===== src/hdl/hsr_pkg.sv =====
package hsr_pkg;

   // Fixed-point format: unsigned, FRAC_BITS fraction bits.
   localparam int FRAC_BITS = 24;
   localparam int VAL_W     = FRAC_BITS + 1;      // holds 0 .. ONE inclusive
   localparam int PROD_W    = VAL_W + FRAC_BITS;  // value times fraction

   localparam longint unsigned ONE = 64'd1 << FRAC_BITS;

   // Field widths.
   localparam int HUE_W   = 9;
   localparam int SHADE_W = 10;
   localparam int CHAN_W  = 8;
   localparam int REM_W   = 6;                    // hue within a sector, 0 .. 59

   localparam int SHADE_MAX  = 1000;
   localparam int SHADE_HALF = 500;
   localparam int HUE_MAX    = 360;
   localparam int SECTOR_DEG = 60;

   // floor(s * ONE / 1000) = s * V_Q + floor(s * V_R / 1000).
   // The second term uses a reciprocal: floor(y / 1000) = (y * V_M) >> V_K,
   // exact for y below one million.
   localparam longint unsigned V_Q = ONE / 64'd1000;
   localparam longint unsigned V_R = ONE % 64'd1000;
   localparam int              V_K = 30;
   localparam longint unsigned V_M = ((64'd1 << V_K) + 64'd999) / 64'd1000;
   localparam longint unsigned V_C = V_R * V_M;
   localparam int              VC_W = SHADE_W + 31;

   // floor(rem * ONE / 60) = rem * F_Q + floor(rem * F_R / 60), same method.
   localparam longint unsigned F_Q = ONE / 64'd60;
   localparam longint unsigned F_R = ONE % 64'd60;
   localparam int              F_K = 18;
   localparam longint unsigned F_M = ((64'd1 << F_K) + 64'd59) / 64'd60;
   localparam longint unsigned F_C = F_R * F_M;
   localparam int              FC_W = REM_W + F_K;

   // Hue sectors of sixty degrees each.
   typedef enum logic [2:0] {
      SECTOR_0 = 3'd0,
      SECTOR_1 = 3'd1,
      SECTOR_2 = 3'd2,
      SECTOR_3 = 3'd3,
      SECTOR_4 = 3'd4,
      SECTOR_5 = 3'd5
   } sector_type;

endpackage


===== src/hdl/hue_shade_to_rgb_top.sv =====
// Channel   Direction  Handshake              Payload
// req       in         req_valid / req_stall  req_hue_degrees[8:0]
// rsp       out        rsp_valid / rsp_stall  rsp_red, rsp_green, rsp_blue [7:0]
// csr       in         csr_valid / csr_ready  csr_shade_level[9:0]
//
// A hue beat passes through a five-stage pipeline to the stage 5 output register.
// One beat is taken per clock while req_stall is low; the throughput is set by
// the pipeline, whose deepest stage holds one multiplier of value by fraction.
// Reset (synchronous, active high) empties every stage and sets the shade to 500.
// A stall on rsp holds the output register; upstream stages keep filling any
// empty slots, so req is only stalled once every stage holds a beat.
// The csr port is always ready; the shade register loads on each csr_valid beat.
module hue_shade_to_rgb_top (
   input  logic                         clock,
   input  logic                         reset,
   input  logic                         req_valid,
   output logic                         req_stall,
   input  logic [hsr_pkg::HUE_W-1:0]    req_hue_degrees,
   output logic                         rsp_valid,
   input  logic                         rsp_stall,
   output logic [hsr_pkg::CHAN_W-1:0]   rsp_red,
   output logic [hsr_pkg::CHAN_W-1:0]   rsp_green,
   output logic [hsr_pkg::CHAN_W-1:0]   rsp_blue,
   input  logic                         csr_valid,
   output logic                         csr_ready,
   input  logic [hsr_pkg::SHADE_W-1:0]  csr_shade_level
);

   localparam int F      = hsr_pkg::FRAC_BITS;
   localparam int VAL_W  = hsr_pkg::VAL_W;
   localparam int PROD_W = hsr_pkg::PROD_W;
   localparam int VC_W   = hsr_pkg::VC_W;
   localparam int FC_W   = hsr_pkg::FC_W;
   localparam int REM_W  = hsr_pkg::REM_W;
   localparam int HUE_W  = hsr_pkg::HUE_W;
   localparam int CHAN_W = hsr_pkg::CHAN_W;
   localparam int SC_W   = VAL_W + CHAN_W;   // x * 255 before the shift

   // ---------------------------------------------------------------------
   // Shade register.
   // ---------------------------------------------------------------------
   logic [hsr_pkg::SHADE_W-1:0] shade_ff;

   assign csr_ready = 1'b1;

   always_ff @(posedge clock) begin
      if (reset) begin
         shade_ff <= hsr_pkg::SHADE_W'(hsr_pkg::SHADE_HALF);
      end else if (csr_valid && csr_ready) begin
         shade_ff <= csr_shade_level;
      end
   end

   // ---------------------------------------------------------------------
   // Pipeline flow control. A stage loads when it is empty or when the
   // stage after it is loading.
   // ---------------------------------------------------------------------
   logic v1_ff, v2_ff, v3_ff, v4_ff, v5_ff;
   logic rdy1, rdy2, rdy3, rdy4, rdy5;

   assign rdy5 = !v5_ff || !rsp_stall;
   assign rdy4 = !v4_ff || rdy5;
   assign rdy3 = !v3_ff || rdy4;
   assign rdy2 = !v2_ff || rdy3;
   assign rdy1 = !v1_ff || rdy2;

   assign req_stall = !rdy1;
   assign rsp_valid = v5_ff;

   always_ff @(posedge clock) begin
      if (reset) begin
         v1_ff <= 1'b0;
         v2_ff <= 1'b0;
         v3_ff <= 1'b0;
         v4_ff <= 1'b0;
         v5_ff <= 1'b0;
      end else begin
         if (rdy1) v1_ff <= req_valid;
         if (rdy2) v2_ff <= v1_ff;
         if (rdy3) v3_ff <= v2_ff;
         if (rdy4) v4_ff <= v3_ff;
         if (rdy5) v5_ff <= v4_ff;
      end
   end

   // ---------------------------------------------------------------------
   // Stage 1: sector split, shade saturation and the reciprocal products.
   // ---------------------------------------------------------------------
   logic [hsr_pkg::SHADE_W-1:0] s_sat;
   hsr_pkg::sector_type         sector1_in;
   logic [HUE_W-1:0]            base1;
   logic [HUE_W-1:0]            diff1;
   logic [REM_W-1:0]            rem1;
   logic                        bad1_in;

   logic [VAL_W-1:0]  vq1_in, vq1_ff;
   logic [VC_W-1:0]   vc1_in, vc1_ff;
   logic [F-1:0]      fq1_in, fq1_ff;
   logic [FC_W-1:0]   fc1_in, fc1_ff;
   hsr_pkg::sector_type sector1_ff;
   logic              bad1_ff;

   always_comb begin
      s_sat = (shade_ff > hsr_pkg::SHADE_W'(hsr_pkg::SHADE_MAX))
            ? hsr_pkg::SHADE_W'(hsr_pkg::SHADE_MAX) : shade_ff;
      bad1_in = (req_hue_degrees > HUE_W'(hsr_pkg::HUE_MAX));

      // Hue of exactly 360 folds back into the first sector with no fraction.
      priority if (req_hue_degrees < HUE_W'(1 * hsr_pkg::SECTOR_DEG)) begin
         sector1_in = hsr_pkg::SECTOR_0;
         base1      = '0;
      end else if (req_hue_degrees < HUE_W'(2 * hsr_pkg::SECTOR_DEG)) begin
         sector1_in = hsr_pkg::SECTOR_1;
         base1      = HUE_W'(1 * hsr_pkg::SECTOR_DEG);
      end else if (req_hue_degrees < HUE_W'(3 * hsr_pkg::SECTOR_DEG)) begin
         sector1_in = hsr_pkg::SECTOR_2;
         base1      = HUE_W'(2 * hsr_pkg::SECTOR_DEG);
      end else if (req_hue_degrees < HUE_W'(4 * hsr_pkg::SECTOR_DEG)) begin
         sector1_in = hsr_pkg::SECTOR_3;
         base1      = HUE_W'(3 * hsr_pkg::SECTOR_DEG);
      end else if (req_hue_degrees < HUE_W'(5 * hsr_pkg::SECTOR_DEG)) begin
         sector1_in = hsr_pkg::SECTOR_4;
         base1      = HUE_W'(4 * hsr_pkg::SECTOR_DEG);
      end else if (req_hue_degrees < HUE_W'(6 * hsr_pkg::SECTOR_DEG)) begin
         sector1_in = hsr_pkg::SECTOR_5;
         base1      = HUE_W'(5 * hsr_pkg::SECTOR_DEG);
      end else begin
         sector1_in = hsr_pkg::SECTOR_0;
         base1      = req_hue_degrees;
      end

      diff1 = req_hue_degrees - base1;
      rem1  = diff1[REM_W-1:0];

      vq1_in = VAL_W'(s_sat) * VAL_W'(hsr_pkg::V_Q);
      vc1_in = VC_W'(s_sat) * VC_W'(hsr_pkg::V_C);
      fq1_in = F'(rem1) * F'(hsr_pkg::F_Q);
      fc1_in = FC_W'(rem1) * FC_W'(hsr_pkg::F_C);
   end

   always_ff @(posedge clock) begin
      if (rdy1) begin
         vq1_ff     <= vq1_in;
         vc1_ff     <= vc1_in;
         fq1_ff     <= fq1_in;
         fc1_ff     <= fc1_in;
         sector1_ff <= sector1_in;
         bad1_ff    <= bad1_in;
      end
   end

   // ---------------------------------------------------------------------
   // Stage 2: value and fraction.
   // ---------------------------------------------------------------------
   logic [VAL_W-1:0] vsum2;
   logic [VAL_W-1:0] val2_in, val2_ff;
   logic [F-1:0]     frac2_in, frac2_ff;
   hsr_pkg::sector_type sector2_ff;
   logic             bad2_ff;

   always_comb begin
      vsum2    = vq1_ff + VAL_W'(vc1_ff >> hsr_pkg::V_K);
      val2_in  = VAL_W'(hsr_pkg::ONE) - vsum2;
      frac2_in = fq1_ff + F'(fc1_ff >> hsr_pkg::F_K);
   end

   always_ff @(posedge clock) begin
      if (rdy2) begin
         val2_ff    <= val2_in;
         frac2_ff   <= frac2_in;
         sector2_ff <= sector1_ff;
         bad2_ff    <= bad1_ff;
      end
   end

   // ---------------------------------------------------------------------
   // Stage 3: value times fraction.
   // ---------------------------------------------------------------------
   logic [PROD_W-1:0] prod3_in, prod3_ff;
   logic [VAL_W-1:0]  val3_ff;
   hsr_pkg::sector_type sector3_ff;
   logic              bad3_ff;

   assign prod3_in = PROD_W'(val2_ff) * PROD_W'(frac2_ff);

   always_ff @(posedge clock) begin
      if (rdy3) begin
         prod3_ff   <= prod3_in;
         val3_ff    <= val2_ff;
         sector3_ff <= sector2_ff;
         bad3_ff    <= bad2_ff;
      end
   end

   // ---------------------------------------------------------------------
   // Stage 4: p, q, t and the sector mapping onto the three channels.
   // ---------------------------------------------------------------------
   logic [F-1:0]     half4;
   logic [F-1:0]     p4;
   logic [VAL_W-1:0] q4, t4;
   logic [VAL_W-1:0] r4_in, g4_in, b4_in;
   logic [VAL_W-1:0] r4_ff, g4_ff, b4_ff;
   logic             bad4_ff;

   always_comb begin
      half4 = prod3_ff[PROD_W-1:F+1];
      p4    = val3_ff[VAL_W-1:1];
      q4    = val3_ff - VAL_W'(half4);
      t4    = VAL_W'(p4) + VAL_W'(half4);

      unique case (sector3_ff)
         hsr_pkg::SECTOR_0: begin
            r4_in = val3_ff;     g4_in = t4;          b4_in = VAL_W'(p4);
         end
         hsr_pkg::SECTOR_1: begin
            r4_in = q4;          g4_in = val3_ff;     b4_in = VAL_W'(p4);
         end
         hsr_pkg::SECTOR_2: begin
            r4_in = VAL_W'(p4);  g4_in = val3_ff;     b4_in = t4;
         end
         hsr_pkg::SECTOR_3: begin
            r4_in = VAL_W'(p4);  g4_in = q4;          b4_in = val3_ff;
         end
         hsr_pkg::SECTOR_4: begin
            r4_in = t4;          g4_in = VAL_W'(p4);  b4_in = val3_ff;
         end
         default: begin
            r4_in = val3_ff;     g4_in = VAL_W'(p4);  b4_in = q4;
         end
      endcase
   end

   always_ff @(posedge clock) begin
      if (rdy4) begin
         r4_ff   <= r4_in;
         g4_ff   <= g4_in;
         b4_ff   <= b4_in;
         bad4_ff <= bad3_ff;
      end
   end

   // ---------------------------------------------------------------------
   // Stage 5: scale by 255 (shift and subtract) and truncate to 8 bits.
   // An out-of-range hue gives black.
   // ---------------------------------------------------------------------
   logic [SC_W-1:0]   r5_sc, g5_sc, b5_sc;
   logic [CHAN_W-1:0] red5_in, green5_in, blue5_in;
   logic [CHAN_W-1:0] red5_ff, green5_ff, blue5_ff;

   always_comb begin
      r5_sc = {r4_ff, {CHAN_W{1'b0}}} - SC_W'(r4_ff);
      g5_sc = {g4_ff, {CHAN_W{1'b0}}} - SC_W'(g4_ff);
      b5_sc = {b4_ff, {CHAN_W{1'b0}}} - SC_W'(b4_ff);
      if (bad4_ff) begin
         red5_in   = '0;
         green5_in = '0;
         blue5_in  = '0;
      end else begin
         red5_in   = r5_sc[F+CHAN_W-1:F];
         green5_in = g5_sc[F+CHAN_W-1:F];
         blue5_in  = b5_sc[F+CHAN_W-1:F];
      end
   end

   always_ff @(posedge clock) begin
      if (rdy5) begin
         red5_ff   <= red5_in;
         green5_ff <= green5_in;
         blue5_ff  <= blue5_in;
      end
   end

   assign rsp_red   = red5_ff;
   assign rsp_green = green5_ff;
   assign rsp_blue  = blue5_ff;

endmodule

===== config.mk =====
export PLATFORM = sky130hd
export DESIGN_NAME = hue_shade_to_rgb_top
export DESIGN_NICKNAME = d
export VERILOG_FILES = /design/src/hdl/hsr_pkg.sv /design/src/hdl/hue_shade_to_rgb_top.sv
export SDC_FILE = /design/constraint.sdc
export NUM_CORES = 2
export LEC_CHECK = 0
export ABC_AREA = 1
export BUFFER_PORTS_ARGS = -buffer_cell sky130_fd_sc_hd__buf_2
export CELL_PAD_IN_SITES_DETAIL_PLACEMENT = 1
export CELL_PAD_IN_SITES_GLOBAL_PLACEMENT = 1
export CORE_ASPECT_RATIO = 1.4
export CORE_MARGIN = 3
export CORE_UTILIZATION = 50
export CTS_CLUSTER_DIAMETER = 150
export DETAILED_ROUTE_END_ITERATION = 8
export PLACE_DENSITY_LB_ADDON = 0.1
export SLEW_MARGIN = 20
export SYNTH_ARGS = -nofsm -noshare
export SYNTH_HDL_FRONTEND = slang
export SYNTH_SLANG_ARGS = --single-unit

===== constraint.sdc =====
create_clock -name clock -period 7.3 [get_ports clock]
set_clock_uncertainty 0.1 [all_clocks]
set_input_delay 0.365 -clock clock [delete_from_list [all_inputs] [get_ports clock]]
set_output_delay 0.365 -clock clock [all_outputs]
set_load 0.1 [all_outputs]

After elaboration in Yosys (flattened, before gate mapping)
Cells that the tools add are included.
{"block": "op_classes", "add_sub_neg": 9, "multipliers": 5, "magnitude_cmp": 8, "n_eq_ne": 4, "muxes": 15, "reduce_logical": 19}
{"operator": "one-hot mux 25 bit (3 select lines)", "count": 3}
{"operator": "subtractor 32 x 25 -> 32 bit", "count": 3}
{"operator": "multiplier 25 x 24 -> 49 bit", "count": 1}
{"operator": "two-way mux 6 bit", "count": 6}
{"operator": "multiplier 10 x 24 -> 34 bit (second input constant)", "count": 1}
{"operator": "adder 24 x 24 -> 25 bit", "count": 1}
{"operator": "adder 25 x 8 -> 25 bit", "count": 1}
{"operator": "multiplier 10 x 15 -> 25 bit (second input constant)", "count": 1}
{"operator": "subtractor 25 x 24 -> 25 bit", "count": 1}
{"operator": "subtractor 25 bit (first input constant)", "count": 1}
{"operator": "adder 24 x 5 -> 24 bit", "count": 1}
{"operator": "multiplier 6 x 17 -> 22 bit (second input constant)", "count": 1}
{"operator": "less-than comparator 9 x 8 -> 1 bit (second input constant)", "count": 2}
{"operator": "less-than comparator 9 bit (second input constant)", "count": 2}
{"operator": "multiplier 6 x 12 -> 18 bit (second input constant)", "count": 1}
{"operator": "greater-than comparator 10 bit (second input constant)", "count": 1}
{"operator": "two-way mux 10 bit", "count": 1}
{"operator": "OR reduction 2 bit", "count": 5}
{"operator": "greater-than comparator 9 bit (second input constant)", "count": 1}
{"operator": "less-than comparator 9 x 6 -> 1 bit (second input constant)", "count": 1}
{"operator": "less-than comparator 9 x 7 -> 1 bit (second input constant)", "count": 1}
{"operator": "logical NOT 1 bit", "count": 7}
{"operator": "equality test 3 x 2 -> 1 bit (second input constant)", "count": 2}
{"operator": "two-way mux 3 bit", "count": 2}
{"operator": "other kinds (8)", "count": 13}
{"block": "word_totals", "reg_bits": 349}

Depth between registers and ports, before layout
{"block": "depth", "word_depth": 9, "depth_mapped": 30}

Worst setup path after synthesis
Ideal clock, no wire load.
{"block": "synth_path", "kind": "register to register", "from": "register v5_ff, in the netlist rsp_valid", "to": "register bad1_ff (enable)", "setup_ns": 0.562, "t_arrival_ns": 7.576, "required_ns": 6.638, "slack_ns": -0.938, "path_stages_with_launch": 10, "n_path_buf": 0, "period_less_slack_ns": 8.238, "path_cell_list": "dfxtp_1 -> nand2_1 -> nor2_1 -> inv_1 -> nor2_1 -> inv_1 -> nor2_1 -> inv_1 -> nor2_1 -> inv_1"}
{"block": "synth_between", "elab_chain_cells": 6}
{"element": "start: declaration", "line_no": "hue_shade_to_rgb_top.sv:58", "text": "logic v1_ff, v2_ff, v3_ff, v4_ff, v5_ff;"}
{"element": "start signal: assignment", "line_no": "hue_shade_to_rgb_top.sv:82", "text": "if (rdy5) v5_ff <= v4_ff;"}
{"element": "logical NOT 1 bit", "line_no": "hue_shade_to_rgb_top.sv:61", "text": "assign rdy5 = !v5_ff || !rsp_stall;"}
{"element": "logical OR 1 bit", "line_no": "hue_shade_to_rgb_top.sv:61"}
{"element": "net rdy5", "line_no": "hue_shade_to_rgb_top.sv:59", "text": "logic rdy1, rdy2, rdy3, rdy4, rdy5;"}
{"element": "logical OR 1 bit", "line_no": "hue_shade_to_rgb_top.sv:62", "text": "assign rdy4 = !v4_ff || rdy5;"}
{"element": "net rdy4", "line_no": "hue_shade_to_rgb_top.sv:59"}
{"element": "logical OR 1 bit", "line_no": "hue_shade_to_rgb_top.sv:63", "text": "assign rdy3 = !v3_ff || rdy4;"}
{"element": "net rdy3", "line_no": "hue_shade_to_rgb_top.sv:59"}
{"element": "logical OR 1 bit", "line_no": "hue_shade_to_rgb_top.sv:64", "text": "assign rdy2 = !v2_ff || rdy3;"}
{"element": "net rdy2", "line_no": "hue_shade_to_rgb_top.sv:59"}
{"element": "logical OR 1 bit", "line_no": "hue_shade_to_rgb_top.sv:65", "text": "assign rdy1 = !v1_ff || rdy2;"}
{"element": "end signal: assignment", "line_no": "hue_shade_to_rgb_top.sv:148", "text": "bad1_ff <= bad1_in;"}
{"element": "end: declaration", "line_no": "hue_shade_to_rgb_top.sv:101", "text": "logic bad1_ff;"}
The timed path passes the listed nets, and every way through them passes these cells.
A chain may end at the register's enable or synchronous reset.

Final worst setup path
{"block": "layout_path", "from": "register val2_ff[6]", "to": "register prod3_ff[47] (data pin)"}
{"block": "layout_between", "elab_chain_cells": 1}
{"element": "start: declaration", "line_no": "hue_shade_to_rgb_top.sv:156", "text": "logic [VAL_W-1:0] val2_in, val2_ff;"}
{"element": "start signal: assignment", "line_no": "hue_shade_to_rgb_top.sv:169", "text": "val2_ff <= val2_in;"}
{"element": "multiplier 25 x 24 -> 49 bit", "line_no": "hue_shade_to_rgb_top.sv:184", "text": "assign prod3_in = PROD_W'(val2_ff) * PROD_W'(frac2_ff);"}
{"element": "net prod3_in[47]", "line_no": "hue_shade_to_rgb_top.sv:179", "text": "logic [PROD_W-1:0] prod3_in, prod3_ff;"}
{"element": "end signal: assignment", "line_no": "hue_shade_to_rgb_top.sv:188", "text": "prod3_ff <= prod3_in;"}
{"element": "end: declaration", "line_no": "hue_shade_to_rgb_top.sv:179"}
The timed path passes the listed nets, and every way through them passes these cells.

==> out/results.txt <==
CTS tree: done
Routed Antenna Nets: 0
Fin crit share: 97.9%
Initial Util: 50.5%
Post-route setup slack: 0.150 ns
Pin count of the biggest net entering global routing: 59
Drt pass-1 iters: 5
IO buf count: 49
Post-Syn Instances: 6,042
Row Count: 131
Async SR Flop Fraction: 0%
Post-Syn Area per Cell: 7.63 um2
Worst-path fanout max: 15
Layout overhead on the synthesized area: 8.53%
Final min period: 7.15 ns
Synth cell types: 50
H-tree depth: 2
Hold Path Origin: csr_valid
Dpl cells: 7,235
HPWL after DPL: 142 mm
Initial antenna violation count: 3
Synthesized area: 46,100 um2
Met2 usage: 67.0%
Syn nets: 7,130
Vias: 41,200
YS warnings: 0
Final setup viols: 0
Fin nets: 7,220
Ys flop type: edfxtp_1
Post-route design area: 50,000 um2
WS Path Type: register to register
GRT Residual Overflow: 0
Skew-Pair Late Insertion Delay: 0.60 ns
Setup_tns: 0 ns
Clk pin slew, worst setup/hold paths: 0.06 ns
Fmax: 140 MHz
HP Class: primary input to register
Die X: 263 um
Top post-synthesis cells by count: 1,547 x nand2_1, 1,478 x inv_1, 596 x fa_1
Busiest grt layer: met2
Ranking of synthesized cells by area: fa_1 26%, edfxtp_1 17%, ha_1 13%
Global Route Usage Sum: 35.7%
CTS Buffer Depth: 3
Worst Setup End Kind: register
Clock Sinks: 279
DR vias/cell: 5.59
DR WL/cell: 23.4 um
WP data required: 7.53 ns
Area leader, netlist: fa_1
Worst Path Arrival: 7.38 ns
DRC Markers: 0
Seq/Total Area, Yosys: 17.9%
Run status: finished clean
CP Launch Type: register
Worst Tran Pin Value: 1.14 ns
Synth Register Bits: 279
Hold Vio Cnt, Final: 0
CTS root buf: clkbuf_16
Met1 GRT Util: 36.5%
First-pass GRT wire length: 261 mm
Layout cells sized above 1: 4.63%
Slew headroom: 23.8%
Place WS: 0.0277 ns
DR iter-0 viols: 2,258
Placement Cell Area: 48,000 um2
Max Cap Violations: 0
Max-slew violation count: 0
# IOs: 51
Post-synth EDFFs: 264
Num CTS Buffers: 37
Die H: 365 um
Non-Filler Instances: 7,359
Routability Congestion: 1.00
Final WL: 172 mm
CP Launch Point: val2_ff[6]
Yosys top cell area share: 25.9%
Top-count cell post-synth: nand2_1
Vias in the first global route: 45,800
Filler cells: 11,600
R2R Path Start: val2_ff[6]
DIE AREA: 95,900 um2
Core area: 91,300 um2
M3 GR Usage: 4.04%
[worst paths after layout]
kind | end | slack [ns] | cells past startpoint
setup / recovery | prod3_ff[47] | 0.15 | 26
hold / removal | shade_ff[5] | 0.06 | 2
setup reg to reg | prod3_ff[47] | 0.15 | 26
hold reg to reg | sector2_ff[2] | 0.32 | 0
[state kept, by name, indices dropped and copies added, names as in the netlist, 3 cells and up]
name        count
b4_ff          25
fc1_ff          8
fq1_ff         13
frac2_ff       24
g4_ff          25
prod3_ff       24
r4_ff          25
rsp_blue        8
rsp_green       8
rsp_red         8
sector1_ff      3
sector2_ff      3
sector3_ff      3
shade_ff       10
val2_ff        25
val3_ff        25
vc1_ff          8
vq1_ff         25
[stage by stage]
stage / utilization, % / hold WS (ns)
after global placement: 52.6 / 0.302
after CTS: 54.2 / 0.0205
after global routing: 54.8 / 0.0582
after detailed placement: 52.6 / 0.306
final: 54.8 / 0.0571
after floorplan: - / 0.300
[per-layer routing]
layer,up-vias,wire (um)
met1,20500,59400
li1,18800,-
met3,627,6990
met4,2,16400
met5,-,12
met2,1259,89700
[area by class of cell]
type                       count  area, um2  share of cell area (%)
tap                         1197       1500                    2.99
antenna                        3       7.51                  0.0150
clock buffer                  42        966                    1.93
timing repair buffer         200       1660                    3.31
sequential                   279       8230                    16.5
clock inverter                24        358                   0.716
multi-input combinational   4122      31700                    63.4
inverter                    1492       5610                    11.2
[critical path, stage by stage (launching register included)]
cell and delay, ns:
edfxtp_1 0.72, nand2_1 0.20, inv_1 0.10, fa_1 0.52
inv_1 0.05, fa_1 0.50, inv_1 0.07, fa_1 0.55
inv_1 0.09, fa_1 0.44, inv_1 0.16, fa_1 0.47
fa_1 0.49, inv_1 0.06, fa_1 0.49, inv_1 0.04
ha_1 0.32, nand2_1 0.09, nand2_1 0.10, a21oi_1 0.20
a21boi_0 0.46, buf_4 0.20, o21ai_1 0.07, a21oi_1 0.18
nand2_1 0.09, nand2_1 0.06, nand2_1 0.05
[cell usage in the layout (no fill, tap or decap), types with 49 or more instances in the layout]
cell and instances:
ha_1 468, nor3_1 52, fa_1 596, buf_4 118
xor2_1 64, edfxtp_1 264, buf_2 49, nor2_1 361
a21oi_1 267, o21ai_0 159, inv_1 1474, nand4_1 102
nand2_1 1546, nand3_1 246
[kinds of logic after synthesis]
family | share of synthesized area [%]
simple gates | 21.2
xor+xnor | 1.67
other cells | 0.00814
compound gates | 7.27
buf+inv | 13.4
flops | 17.9
fa+ha+maj | 38.6
[what timing repair did]
item / in CTS / in global routing
resized for setup: 0 / 3
setup buffers: 2 / 43
endpoints found under the hold margin: 10 / 0
hold buffers: 10 / 0
setup endpoints to repair: 2 / 17
Power is left out: the tool's default activity adds up to more than one toggle a clock period on the data nets, which glitch-free logic cannot reach.
